## src/rtl/cfr_pkg.sv

```systemverilog
// Shared types, codes and field positions for the clock frame replacement block.
package cfr_pkg;

    localparam int CMD_W    = 2;
    localparam int IDX_W    = 6;
    localparam int PTAG_W   = 20;
    localparam int KIND_W   = 2;
    localparam int STATUS_W = 2;

    localparam int S_DATA_W     = 32;
    localparam int IN_IDX_LO    = 0;
    localparam int IN_TAG_LO    = IN_IDX_LO + IDX_W;
    localparam int IN_KIND_LO   = IN_TAG_LO + PTAG_W;
    localparam int IN_WRITE_BIT = IN_KIND_LO + KIND_W;
    localparam int IN_PIN_BIT   = IN_WRITE_BIT + 1;

    localparam int M_DATA_W        = 32;
    localparam int OUT_EVICTED_BIT = IDX_W;
    localparam int OUT_TAG_LO      = OUT_EVICTED_BIT + 1;
    localparam int OUT_WB_BIT      = OUT_TAG_LO + PTAG_W;
    localparam int OUT_USED_W      = OUT_WB_BIT + 1;

    localparam int ENT_VALID    = 0;
    localparam int ENT_ACCESSED = 1;
    localparam int ENT_DIRTY    = 2;
    localparam int ENT_PINNED   = 3;
    localparam int ENT_KIND_LO  = 4;
    localparam int ENT_TAG_LO   = ENT_KIND_LO + KIND_W;

    localparam logic [KIND_W-1:0] KIND_ANON = 2'd0;
    localparam logic [KIND_W-1:0] KIND_BIN  = 2'd1;

    typedef enum logic [CMD_W-1:0] {
        CMD_ALLOC = 2'd0,
        CMD_FREE  = 2'd1,
        CMD_REF   = 2'd2,
        CMD_PIN   = 2'd3
    } cmd_t;

    typedef enum logic [STATUS_W-1:0] {
        STAT_OK         = 2'd0,
        STAT_ALL_PINNED = 2'd1,
        STAT_NOT_VALID  = 2'd2
    } status_t;

    typedef enum logic [2:0] {
        S_CLEAR,
        S_IDLE,
        S_SCAN,
        S_SWEEP,
        S_TARGET,
        S_DELIVER
    } state_t;

    typedef struct packed {
        cmd_t              command;
        logic [IDX_W-1:0]  frame_index;
        logic [PTAG_W-1:0] page_tag;
        logic [KIND_W-1:0] page_kind;
        logic              is_write;
        logic              pin_value;
    } cfr_item_t;

    typedef struct packed {
        status_t           status;
        logic [IDX_W-1:0]  granted_frame;
        logic              evicted;
        logic [PTAG_W-1:0] evicted_tag;
        logic              write_back;
    } cfr_result_t;

endpackage

```

## src/rtl/cfr_ram.sv

```systemverilog
// Generic simple dual-port RAM with one write port and a registered read port.
module cfr_ram #(
    parameter int WIDTH = 8,
    parameter int DEPTH = 64,
    localparam int AW = (DEPTH > 1) ? $clog2(DEPTH) : 1
) (
    input  logic             clk,
    input  logic             wr_en,
    input  logic [AW-1:0]    wr_addr,
    input  logic [WIDTH-1:0] wr_data,
    input  logic             rd_en,
    input  logic [AW-1:0]    rd_addr,
    output logic [WIDTH-1:0] rd_data
);

    logic [WIDTH-1:0] mem [DEPTH];

    always_ff @(posedge clk)
    begin
        if (wr_en)
        begin
            mem[wr_addr] <= wr_data;
        end
        if (rd_en)
        begin
            rd_data <= mem[rd_addr];
        end
    end

endmodule

```

## src/rtl/cfr_ctrl.sv

```systemverilog
// Command sequencer: reads, modifies and writes back frame slots, runs the scan and the clock sweep.
module cfr_ctrl
    import cfr_pkg::*;
#(
    parameter int FRAME_COUNT = 64,
    parameter int TAG_BITS = 20,
    localparam int SLOT_W = $clog2(FRAME_COUNT),
    localparam int ENT_W = ENT_TAG_LO + TAG_BITS
) (
    input  logic              clk,
    input  logic              rst_n,
    input  logic              item_valid,
    output logic              item_ready,
    input  cfr_item_t         item,
    output logic              res_valid,
    input  logic              res_ready,
    output cfr_result_t       res,
    output logic              mem_rd_en,
    output logic [SLOT_W-1:0] mem_rd_addr,
    input  logic [ENT_W-1:0]  mem_rd_data,
    output logic              mem_wr_en,
    output logic [SLOT_W-1:0] mem_wr_addr,
    output logic [ENT_W-1:0]  mem_wr_data
);

    localparam int IDX_EXT_W = (SLOT_W > IDX_W) ? SLOT_W : IDX_W;
    localparam logic [SLOT_W-1:0] LAST_SLOT = SLOT_W'(FRAME_COUNT - 1);
    localparam logic [SLOT_W:0] FULL_COUNT = (SLOT_W + 1)'(FRAME_COUNT);
    localparam logic [SLOT_W:0] LAST_STEP = (SLOT_W + 1)'(2 * FRAME_COUNT - 1);
    localparam logic [31:0] FRAME_LIMIT = 32'(FRAME_COUNT);

    function automatic logic [SLOT_W-1:0] next_slot(input logic [SLOT_W-1:0] s);
        logic [SLOT_W-1:0] n;
        n = (s == LAST_SLOT) ? '0 : s + 1'b1;
        return n;
    endfunction

    state_t              state_reg, state_next;
    logic [SLOT_W-1:0]   clr_reg, clr_next;
    logic [SLOT_W:0]     step_reg, step_next;
    logic [SLOT_W-1:0]   hand_reg, hand_next;
    logic [SLOT_W:0]     count_reg, count_next;
    logic [SLOT_W-1:0]   look_reg, look_next;
    cmd_t                cmd_reg, cmd_next;
    logic [TAG_BITS-1:0] tag_reg, tag_next;
    logic [KIND_W-1:0]   kind_reg, kind_next;
    logic                wr_reg, wr_next;
    logic                pin_reg, pin_next;
    cfr_result_t         res_reg, res_next;

    logic [IDX_EXT_W-1:0] idx_ext;
    logic [SLOT_W-1:0]    idx_slot;
    logic                 idx_in_range;
    logic                 table_full;
    logic                 e_valid, e_accessed, e_dirty, e_pinned;
    logic [KIND_W-1:0]    e_kind;
    logic [TAG_BITS-1:0]  e_tag;
    logic                 scan_found, sweep_hit, sweep_last;
    logic [ENT_W-1:0]     fill_entry;

    assign idx_ext      = IDX_EXT_W'(item.frame_index);
    assign idx_slot     = idx_ext[SLOT_W-1:0];
    assign idx_in_range = (32'(item.frame_index) < FRAME_LIMIT);
    assign table_full   = (count_reg == FULL_COUNT);

    assign e_valid    = mem_rd_data[ENT_VALID];
    assign e_accessed = mem_rd_data[ENT_ACCESSED];
    assign e_dirty    = mem_rd_data[ENT_DIRTY];
    assign e_pinned   = mem_rd_data[ENT_PINNED];
    assign e_kind     = mem_rd_data[ENT_KIND_LO +: KIND_W];
    assign e_tag      = mem_rd_data[ENT_TAG_LO +: TAG_BITS];

    assign scan_found = !e_valid;
    assign sweep_hit  = !e_pinned && !e_accessed;
    assign sweep_last = (step_reg == LAST_STEP);

    always_comb
    begin
        fill_entry = '0;
        fill_entry[ENT_VALID] = 1'b1;
        fill_entry[ENT_KIND_LO +: KIND_W] = kind_reg;
        fill_entry[ENT_TAG_LO +: TAG_BITS] = tag_reg;
    end

    always_comb
    begin
        state_next = state_reg;
        unique case (state_reg)
            S_CLEAR:
            begin
                if (clr_reg == LAST_SLOT)
                begin
                    state_next = S_IDLE;
                end
            end
            S_IDLE:
            begin
                if (item_valid)
                begin
                    if (item.command == CMD_ALLOC)
                    begin
                        state_next = table_full ? S_SWEEP : S_SCAN;
                    end
                    else
                    begin
                        state_next = idx_in_range ? S_TARGET : S_DELIVER;
                    end
                end
            end
            S_SCAN:
            begin
                if (scan_found)
                begin
                    state_next = S_DELIVER;
                end
            end
            S_SWEEP:
            begin
                if (sweep_hit || sweep_last)
                begin
                    state_next = S_DELIVER;
                end
            end
            S_TARGET:
            begin
                state_next = S_DELIVER;
            end
            S_DELIVER:
            begin
                if (res_ready)
                begin
                    state_next = S_IDLE;
                end
            end
            default:
            begin
                state_next = S_CLEAR;
            end
        endcase
    end

    always_comb
    begin
        clr_next    = clr_reg;
        step_next   = step_reg;
        hand_next   = hand_reg;
        count_next  = count_reg;
        look_next   = look_reg;
        cmd_next    = cmd_reg;
        tag_next    = tag_reg;
        kind_next   = kind_reg;
        wr_next     = wr_reg;
        pin_next    = pin_reg;
        res_next    = res_reg;
        item_ready  = 1'b0;
        res_valid   = 1'b0;
        mem_rd_en   = 1'b0;
        mem_rd_addr = look_reg;
        mem_wr_en   = 1'b0;
        mem_wr_addr = look_reg;
        mem_wr_data = mem_rd_data;

        unique case (state_reg)
            S_CLEAR:
            begin
                mem_wr_en   = 1'b1;
                mem_wr_addr = clr_reg;
                mem_wr_data = '0;
                clr_next    = clr_reg + 1'b1;
            end
            S_IDLE:
            begin
                item_ready = 1'b1;
                if (item_valid)
                begin
                    cmd_next  = item.command;
                    tag_next  = TAG_BITS'(item.page_tag);
                    kind_next = item.page_kind;
                    wr_next   = item.is_write;
                    pin_next  = item.pin_value;
                    res_next  = '0;
                    if (item.command == CMD_ALLOC)
                    begin
                        mem_rd_en = 1'b1;
                        step_next = '0;
                        if (table_full)
                        begin
                            mem_rd_addr = hand_reg;
                            look_next   = hand_reg;
                        end
                        else
                        begin
                            mem_rd_addr = '0;
                            look_next   = '0;
                        end
                    end
                    else if (idx_in_range)
                    begin
                        mem_rd_en   = 1'b1;
                        mem_rd_addr = idx_slot;
                        look_next   = idx_slot;
                    end
                    else
                    begin
                        res_next.status = STAT_NOT_VALID;
                    end
                end
            end
            S_SCAN:
            begin
                if (scan_found)
                begin
                    mem_wr_en              = 1'b1;
                    mem_wr_data            = fill_entry;
                    res_next.granted_frame = IDX_W'(look_reg);
                    count_next             = count_reg + 1'b1;
                end
                else
                begin
                    mem_rd_en   = 1'b1;
                    mem_rd_addr = next_slot(look_reg);
                    look_next   = next_slot(look_reg);
                end
            end
            S_SWEEP:
            begin
                if (sweep_hit)
                begin
                    mem_wr_en              = 1'b1;
                    mem_wr_data            = fill_entry;
                    res_next.granted_frame = IDX_W'(look_reg);
                    res_next.evicted       = 1'b1;
                    res_next.evicted_tag   = PTAG_W'(e_tag);
                    res_next.write_back    = (e_kind == KIND_ANON) ||
                                             ((e_kind == KIND_BIN) && e_dirty);
                    hand_next              = next_slot(look_reg);
                end
                else
                begin
                    mem_wr_en = e_accessed;
                    mem_wr_data[ENT_ACCESSED] = 1'b0;
                    if (sweep_last)
                    begin
                        res_next.status = STAT_ALL_PINNED;
                    end
                    else
                    begin
                        mem_rd_en   = 1'b1;
                        mem_rd_addr = next_slot(look_reg);
                        look_next   = next_slot(look_reg);
                        step_next   = step_reg + 1'b1;
                    end
                end
            end
            S_TARGET:
            begin
                if (!e_valid)
                begin
                    res_next.status = STAT_NOT_VALID;
                end
                else
                begin
                    unique case (cmd_reg)
                        CMD_FREE:
                        begin
                            mem_wr_en = 1'b1;
                            mem_wr_data[ENT_VALID]    = 1'b0;
                            mem_wr_data[ENT_ACCESSED] = 1'b0;
                            mem_wr_data[ENT_DIRTY]    = 1'b0;
                            mem_wr_data[ENT_PINNED]   = 1'b0;
                            count_next = count_reg - 1'b1;
                        end
                        CMD_REF:
                        begin
                            mem_wr_en = 1'b1;
                            mem_wr_data[ENT_ACCESSED] = 1'b1;
                            mem_wr_data[ENT_DIRTY]    = e_dirty | wr_reg;
                        end
                        CMD_PIN:
                        begin
                            mem_wr_en = 1'b1;
                            mem_wr_data[ENT_PINNED] = pin_reg;
                        end
                        CMD_ALLOC:
                        begin
                            mem_wr_en = 1'b0;
                        end
                    endcase
                end
            end
            S_DELIVER:
            begin
                res_valid = 1'b1;
            end
            default:
            begin
                res_valid = 1'b0;
            end
        endcase
    end

    assign res = res_reg;

    always_ff @(posedge clk or negedge rst_n)
    begin
        if (!rst_n)
        begin
            state_reg <= S_CLEAR;
            clr_reg   <= '0;
            step_reg  <= '0;
            hand_reg  <= '0;
            count_reg <= '0;
        end
        else
        begin
            state_reg <= state_next;
            clr_reg   <= clr_next;
            step_reg  <= step_next;
            hand_reg  <= hand_next;
            count_reg <= count_next;
        end
    end

    always_ff @(posedge clk)
    begin
        look_reg <= look_next;
        cmd_reg  <= cmd_next;
        tag_reg  <= tag_next;
        kind_reg <= kind_next;
        wr_reg   <= wr_next;
        pin_reg  <= pin_next;
        res_reg  <= res_next;
    end

endmodule

```

## src/rtl/cfr_out_stage.sv

```systemverilog
// Output register that holds one result item until the downstream side takes it.
module cfr_out_stage
    import cfr_pkg::*;
(
    input  logic                clk,
    input  logic                rst_n,
    input  logic                res_valid,
    output logic                res_ready,
    input  cfr_result_t         res,
    output logic                m_axis_tvalid,
    input  logic                m_axis_tready,
    output logic [M_DATA_W-1:0] m_axis_tdata,
    output logic [STATUS_W-1:0] m_axis_tuser
);

    logic        valid_reg, valid_next;
    cfr_result_t out_reg, out_next;

    assign res_ready = !valid_reg || m_axis_tready;

    always_comb
    begin
        valid_next = valid_reg;
        out_next   = out_reg;
        if (res_ready)
        begin
            valid_next = res_valid;
            if (res_valid)
            begin
                out_next = res;
            end
        end
    end

    always_ff @(posedge clk or negedge rst_n)
    begin
        if (!rst_n)
        begin
            valid_reg <= 1'b0;
        end
        else
        begin
            valid_reg <= valid_next;
        end
    end

    always_ff @(posedge clk)
    begin
        out_reg <= out_next;
    end

    assign m_axis_tvalid = valid_reg;
    assign m_axis_tdata  = {{(M_DATA_W - OUT_USED_W){1'b0}}, out_reg.write_back,
                            out_reg.evicted_tag, out_reg.evicted, out_reg.granted_frame};
    assign m_axis_tuser  = out_reg.status;

endmodule

```

## src/rtl/clock_frame_replacement.sv

```systemverilog
// Top level of the frame table with clock (second chance) replacement.
//
// The slot table lives in one RAM with a registered read, one entry per
// frame, and every command is a read, modify and write of that RAM. After
// reset a clearing pass writes every entry once, and no item is taken until
// it ends. Free, reference and pin work on the target slot; when the target
// index lies at or beyond FRAME_COUNT no RAM read is needed and the status
// is not valid. Allocate reads one slot per cycle through the RAM read port:
// with a free slot it takes the lowest free slot; with the table full the
// clock hand passes one slot per cycle and ends with status all pinned after
// two full turns when every frame is pinned. In each case the result is
// loaded into the output register as the sequencer returns to idle, and a
// stalled output register holds the block until it is free. One item is
// worked on at a time; a finished result waits in the output register while
// the next item is taken.
module clock_frame_replacement
    import cfr_pkg::*;
#(
    parameter int FRAME_COUNT = 64,
    parameter int TAG_BITS = 20
) (
    input  logic                clk,
    input  logic                rst_n,
    input  logic                s_axis_tvalid,
    output logic                s_axis_tready,
    // frame_index, page_tag, page_kind, is_write, pin_value, zero fill
    input  logic [S_DATA_W-1:0] s_axis_tdata,
    // command
    input  logic [CMD_W-1:0]    s_axis_tuser,
    output logic                m_axis_tvalid,
    input  logic                m_axis_tready,
    // granted_frame, evicted, evicted_tag, write_back, zero fill
    output logic [M_DATA_W-1:0] m_axis_tdata,
    // status
    output logic [STATUS_W-1:0] m_axis_tuser
);

    localparam int SLOT_W = $clog2(FRAME_COUNT);
    localparam int ENT_W = ENT_TAG_LO + TAG_BITS;

    cfr_item_t         item;
    cfr_result_t       res;
    logic              res_valid;
    logic              res_ready;
    logic              mem_rd_en;
    logic [SLOT_W-1:0] mem_rd_addr;
    logic [ENT_W-1:0]  mem_rd_data;
    logic              mem_wr_en;
    logic [SLOT_W-1:0] mem_wr_addr;
    logic [ENT_W-1:0]  mem_wr_data;

    assign item.command     = cmd_t'(s_axis_tuser);
    assign item.frame_index = s_axis_tdata[IN_IDX_LO +: IDX_W];
    assign item.page_tag    = s_axis_tdata[IN_TAG_LO +: PTAG_W];
    assign item.page_kind   = s_axis_tdata[IN_KIND_LO +: KIND_W];
    assign item.is_write    = s_axis_tdata[IN_WRITE_BIT];
    assign item.pin_value   = s_axis_tdata[IN_PIN_BIT];

    cfr_ctrl #(
        .FRAME_COUNT (FRAME_COUNT),
        .TAG_BITS    (TAG_BITS)
    ) u_ctrl (
        .clk         (clk),
        .rst_n       (rst_n),
        .item_valid  (s_axis_tvalid),
        .item_ready  (s_axis_tready),
        .item        (item),
        .res_valid   (res_valid),
        .res_ready   (res_ready),
        .res         (res),
        .mem_rd_en   (mem_rd_en),
        .mem_rd_addr (mem_rd_addr),
        .mem_rd_data (mem_rd_data),
        .mem_wr_en   (mem_wr_en),
        .mem_wr_addr (mem_wr_addr),
        .mem_wr_data (mem_wr_data)
    );

    cfr_ram #(
        .WIDTH (ENT_W),
        .DEPTH (FRAME_COUNT)
    ) u_slot_ram (
        .clk     (clk),
        .wr_en   (mem_wr_en),
        .wr_addr (mem_wr_addr),
        .wr_data (mem_wr_data),
        .rd_en   (mem_rd_en),
        .rd_addr (mem_rd_addr),
        .rd_data (mem_rd_data)
    );

    cfr_out_stage u_out (
        .clk           (clk),
        .rst_n         (rst_n),
        .res_valid     (res_valid),
        .res_ready     (res_ready),
        .res           (res),
        .m_axis_tvalid (m_axis_tvalid),
        .m_axis_tready (m_axis_tready),
        .m_axis_tdata  (m_axis_tdata),
        .m_axis_tuser  (m_axis_tuser)
    );

endmodule

```

## config.mk

```make
export PLATFORM = sky130hd
export DESIGN_NAME = clock_frame_replacement
export DESIGN_NICKNAME = d
export VERILOG_FILES = /design/src/rtl/cfr_pkg.sv /design/src/rtl/cfr_ram.sv /design/src/rtl/cfr_ctrl.sv /design/src/rtl/cfr_out_stage.sv /design/src/rtl/clock_frame_replacement.sv
export SDC_FILE = /design/constraint.sdc
export NUM_CORES = 2
export LEC_CHECK = 0
export ABC_AREA = 1
export ABC_CLOCK_PERIOD_IN_PS = 13490
export BUFFER_PORTS_ARGS = -buffer_cell sky130_fd_sc_hd__buf_4
export CORE_MARGIN = 2
export CORE_UTILIZATION = 30
export DETAILED_ROUTE_END_ITERATION = 7
export HOLD_SLACK_MARGIN = 0.03
export PLACE_DENSITY = 0.55
export SLEW_MARGIN = 25
export SYNTH_ARGS = -nofsm -noshare
export SYNTH_HDL_FRONTEND = slang
export SYNTH_SLANG_ARGS = --single-unit
```

## constraint.sdc

```tcl
create_clock -name clk -period 13.49 [get_ports clk]
set_input_delay 2.0235 -clock clk [delete_from_list [all_inputs] [get_ports clk]]
set_output_delay 2.0235 -clock clk [all_outputs]
set_load 0.05 [all_outputs]
```

==> summary.md <==
| Metric | Value |
|---|---|
| Status | finished, final reports clean |
| Post-layout worst setup margin | between 6 and 7 ns |
| Clk_skew | between 0.02 and 0.03 ns |
| H-tree levels | 4 |
| Leak | around 37 nW |
| Vias in the first global route | ~53000 |
| Most area-hungry cell type in the Yosys netlist | edfxtp_1 |
| Top FF cell, synth | edfxtp_1 |
| Die width | 525 um |
| Gate power share | about 43% |
| Number of fill cells | roughly 27000 |
| Crit path capture type | flip-flop |
| Switching power | 10.1 mW |
| Commonest non-fill, non-tap cell in the layout | edfxtp_1 |
| Post-cts sizing count | 0 |
| Area growth, synth to finish | 12.7% |
| Clock Power Share | between 20% and 30% |
| Sequential power share | between 30% and 40% |
| Seq. cell area | around 54000 sq um |
| Avg Cell Area, Syn | about 10 sq um |
| Congestion Overflow GR | 0 |
| Post-CTS Hold Buffers | 0 |
| Slew margin rel. | between 15 and 20% |
| Global route hottest layer | met2 |
| Post-Syn Area | about 82000 sq um |
| Worst skew pair latency | between 0.8 and 0.9 ns |
| Core area | approximately 270000 sq um |
| CP arrival | 7.54 ns |
| Pint | between 10 and 15 mW |
| Final wirelength | approximately 240000 um |
| Nets@finish | slightly below 8000 |
| Largest net degree at the start of global routing | around 180 |
| # setup viols final | 0 |
| Largest register FFs | ~1700 |
| Final ANT Viol Nets | 0 |
| CP startpoint kind | flip-flop |
| Setup TNS | 0 ns |
| Die area | between 200000 and 300000 sq um |
| Ranking of synthesized cells by area | edfxtp_1, nand3_1, inv_1 |
| Grt met2 use | about a quarter |
| Final GP Congestion | around 0.82 |
| Warnings, synthesis | 0 |
| Worst-path fanout max | 100 |
| Initial Util | 30.1% |
| Drt via density | about 5 |
| Met1 Use GR | between 20% and 30% |
| Top-area cell type share of the netlist area | about two thirds |
| Vias | ~57000 |
| CTS Buffer Depth | 3 |
| Post-synthesis sequential area ratio | ~66% |
| CTS sink count | approximately 1800 |
| Crit path required time | between 10 and 15 ns |
| Crit Path Class | flip-flop to flip-flop |
| Worst Tran Pin Value | 1.24 ns |
| Tcrit/Tclk final | about half |
| Yosys cell types | 46 |
| F_max | roughly 0.14 GHz |
| HP Class | flip-flop to flip-flop |
| Overall Global Routing Usage | between 10% and 20% |
| Port Buffers | 67 |
| DRT Pass-1 Iters | 6 |
| DR WL/cell | 21.3 um |
| Die Y-Extent | 525 um |
| DR iter-0 viols | approximately 6800 |
| Met3 usage | under 10% |
| Switching share of power | between 40 and 50% |
| Initial antenna violation count | 12 |
| Commonest cells after routing, fill and taps aside | edfxtp_1, inv_1, nand3_1 |
| Layout cells sized above 1 | around 7.3% |
| I/O Pins | 74 |
| Post-synth EDFFs | around 1800 |
| # rows | 191 |
| Total CTS buffers | between 150 and 200 |
| Max-slew violation count | 0 |
| Max cap viols | 0 |
| Hpwl dp | roughly 120000 um |
| Pre-CTS WS | between 6 and 7 ns |
| Final min period | approximately 7 ns |
| Unrepaired setup endpoints after global routing | no |
| Clock transition at the registers of the reported paths | 0.06 ns |
| Residual DRC | 0 |
| Yosys reg bits | ~1800 |
| Area of the multi-input gates | around 19000 sq um |
| Pwr per Cell Area | about 250 nW/um^2 |
| Root Driver | clkbuf_16 |
| TritonCTS clock tree | done |
| Number of setup buffers added after CTS | 0 |
| First-pass GRT wire length | between 300000 and 400000 um |
| Cells after synthesis | 7770 |
| Max IR drop VDD | about 0.31 mV |
| Synth async-reset ratio | between 1.5 and 2% |
| Hold Fails Final Rpt | 0 |
-- power groups by stage --
stage / sequential (mW) / combinational (mW) / clock (mW)
finish: 8.11 / 9.92 / 5.03
global route: 8.14 / 10.7 / 5.33
CTS: 8.10 / 9.81 / 5.11
detailed placement: 8.22 / 9.78 / 0
global placement: 8.21 / 9.62 / 0
floorplan: 8.32 / 5.88 / 0
-- per-layer routing --
metal | wire length, um | vias to the layer above
met4 | 8980 | 0
met2 | 110000 | 2526
met5 | 0 | -
met3 | 21100 | 401
li1 | - | 26300
met1 | 103000 | 27800
-- cell usage after synthesis, types with 9 or more instances --
master and instances:
nand4_1 788, a21oi_1 9, edfxtp_1 1776, inv_1 1685
buf_4 45, ha_1 12, o211ai_1 23, o21ai_1 49
o21ai_0 56, clkbuf_1 284, buf_1 34, nor2_1 141
dfrtp_1 30, nand2_1 1010, inv_2 9, buf_2 181
nand3_1 1574
-- path summary, 6_finish.rpt --
| kind | to | depth (start not counted) | slack [ns] | startpoint |
|---|---|---|---|---|
| hold reg to reg | u_out.m_axis_tuser[1] | 0 | 0.41 | u_ctrl.res[29] |
| setup / recovery | u_slot_ram.rd_data[16] | 17 | 6.52 | u_ctrl.state_reg[2] |
| setup reg to reg | u_slot_ram.rd_data[16] | 17 | 6.52 | u_ctrl.state_reg[2] |
| max in group asynchronous | u_ctrl.clr_reg[3] | 1 | 12.06 | rst_n |
| hold / removal | u_out.m_axis_tuser[1] | 0 | 0.41 | u_ctrl.res[29] |
| min in group asynchronous | u_ctrl.hand_reg[3] | 1 | 1.12 | rst_n |
-- logic make-up after synthesis --
group | synth area share (%)
other | 0.00460
AND/OR/NAND/NOR | 21.2
flip-flops | 66.5
XOR/XNOR | 0.118
AO/OA/AOI/OAI | 1.11
buffers and inverters | 10.8
adder cells (fa/ha/maj) | 0.209
-- metrics by stage --
stage / utilization [%] / total power, mW / area [sq um] / hold WS [ns] / instances
floorplan: - / 14.2 / 81500 / 0.400 / 7773
global placement: 31.7 / 17.8 / 85700 / 0.406 / 11000
detailed placement: 31.8 / 18.0 / 85900 / 0.405 / 11000
CTS: 33.9 / 23.0 / 91800 / 0.402 / 11400
global route: 34.0 / 24.1 / 91900 / 0.424 / 11400
finish: 34.0 / 23.1 / 91900 / 0.409 / 11400
-- final cells by class --
| class | instances | area share, % |
|---|---|---|
| antenna | 5 | 0.0136 |
| sequential | 1812 | 59.0 |
| clock buffer | 247 | 5.48 |
| clock inverter | 101 | 0.919 |
| inverter | 1697 | 6.95 |
| multi-input combinational | 3718 | 20.6 |
| tap | 3570 | 4.86 |
| timing repair buffer | 226 | 2.24 |
-- worst max-delay path, cell delays in order, from the launching register on --
cell     delay [ns]
dfrtp_1        0.52
inv_2          0.11
nand3_4        0.27
nor2_4         0.21
nand2_2        0.16
nand2_4        0.14
nand2_8        0.50
buf_4          0.84
buf_4          0.74
buf_4          0.79
buf_6          0.70
nand4_1        0.18
nand3_1        0.14
nand3_1        0.08
nand3_1        0.15
nand3_1        0.29
nand3_1        0.48
nand2_1        0.11
(Power assumes the default switching activity.)
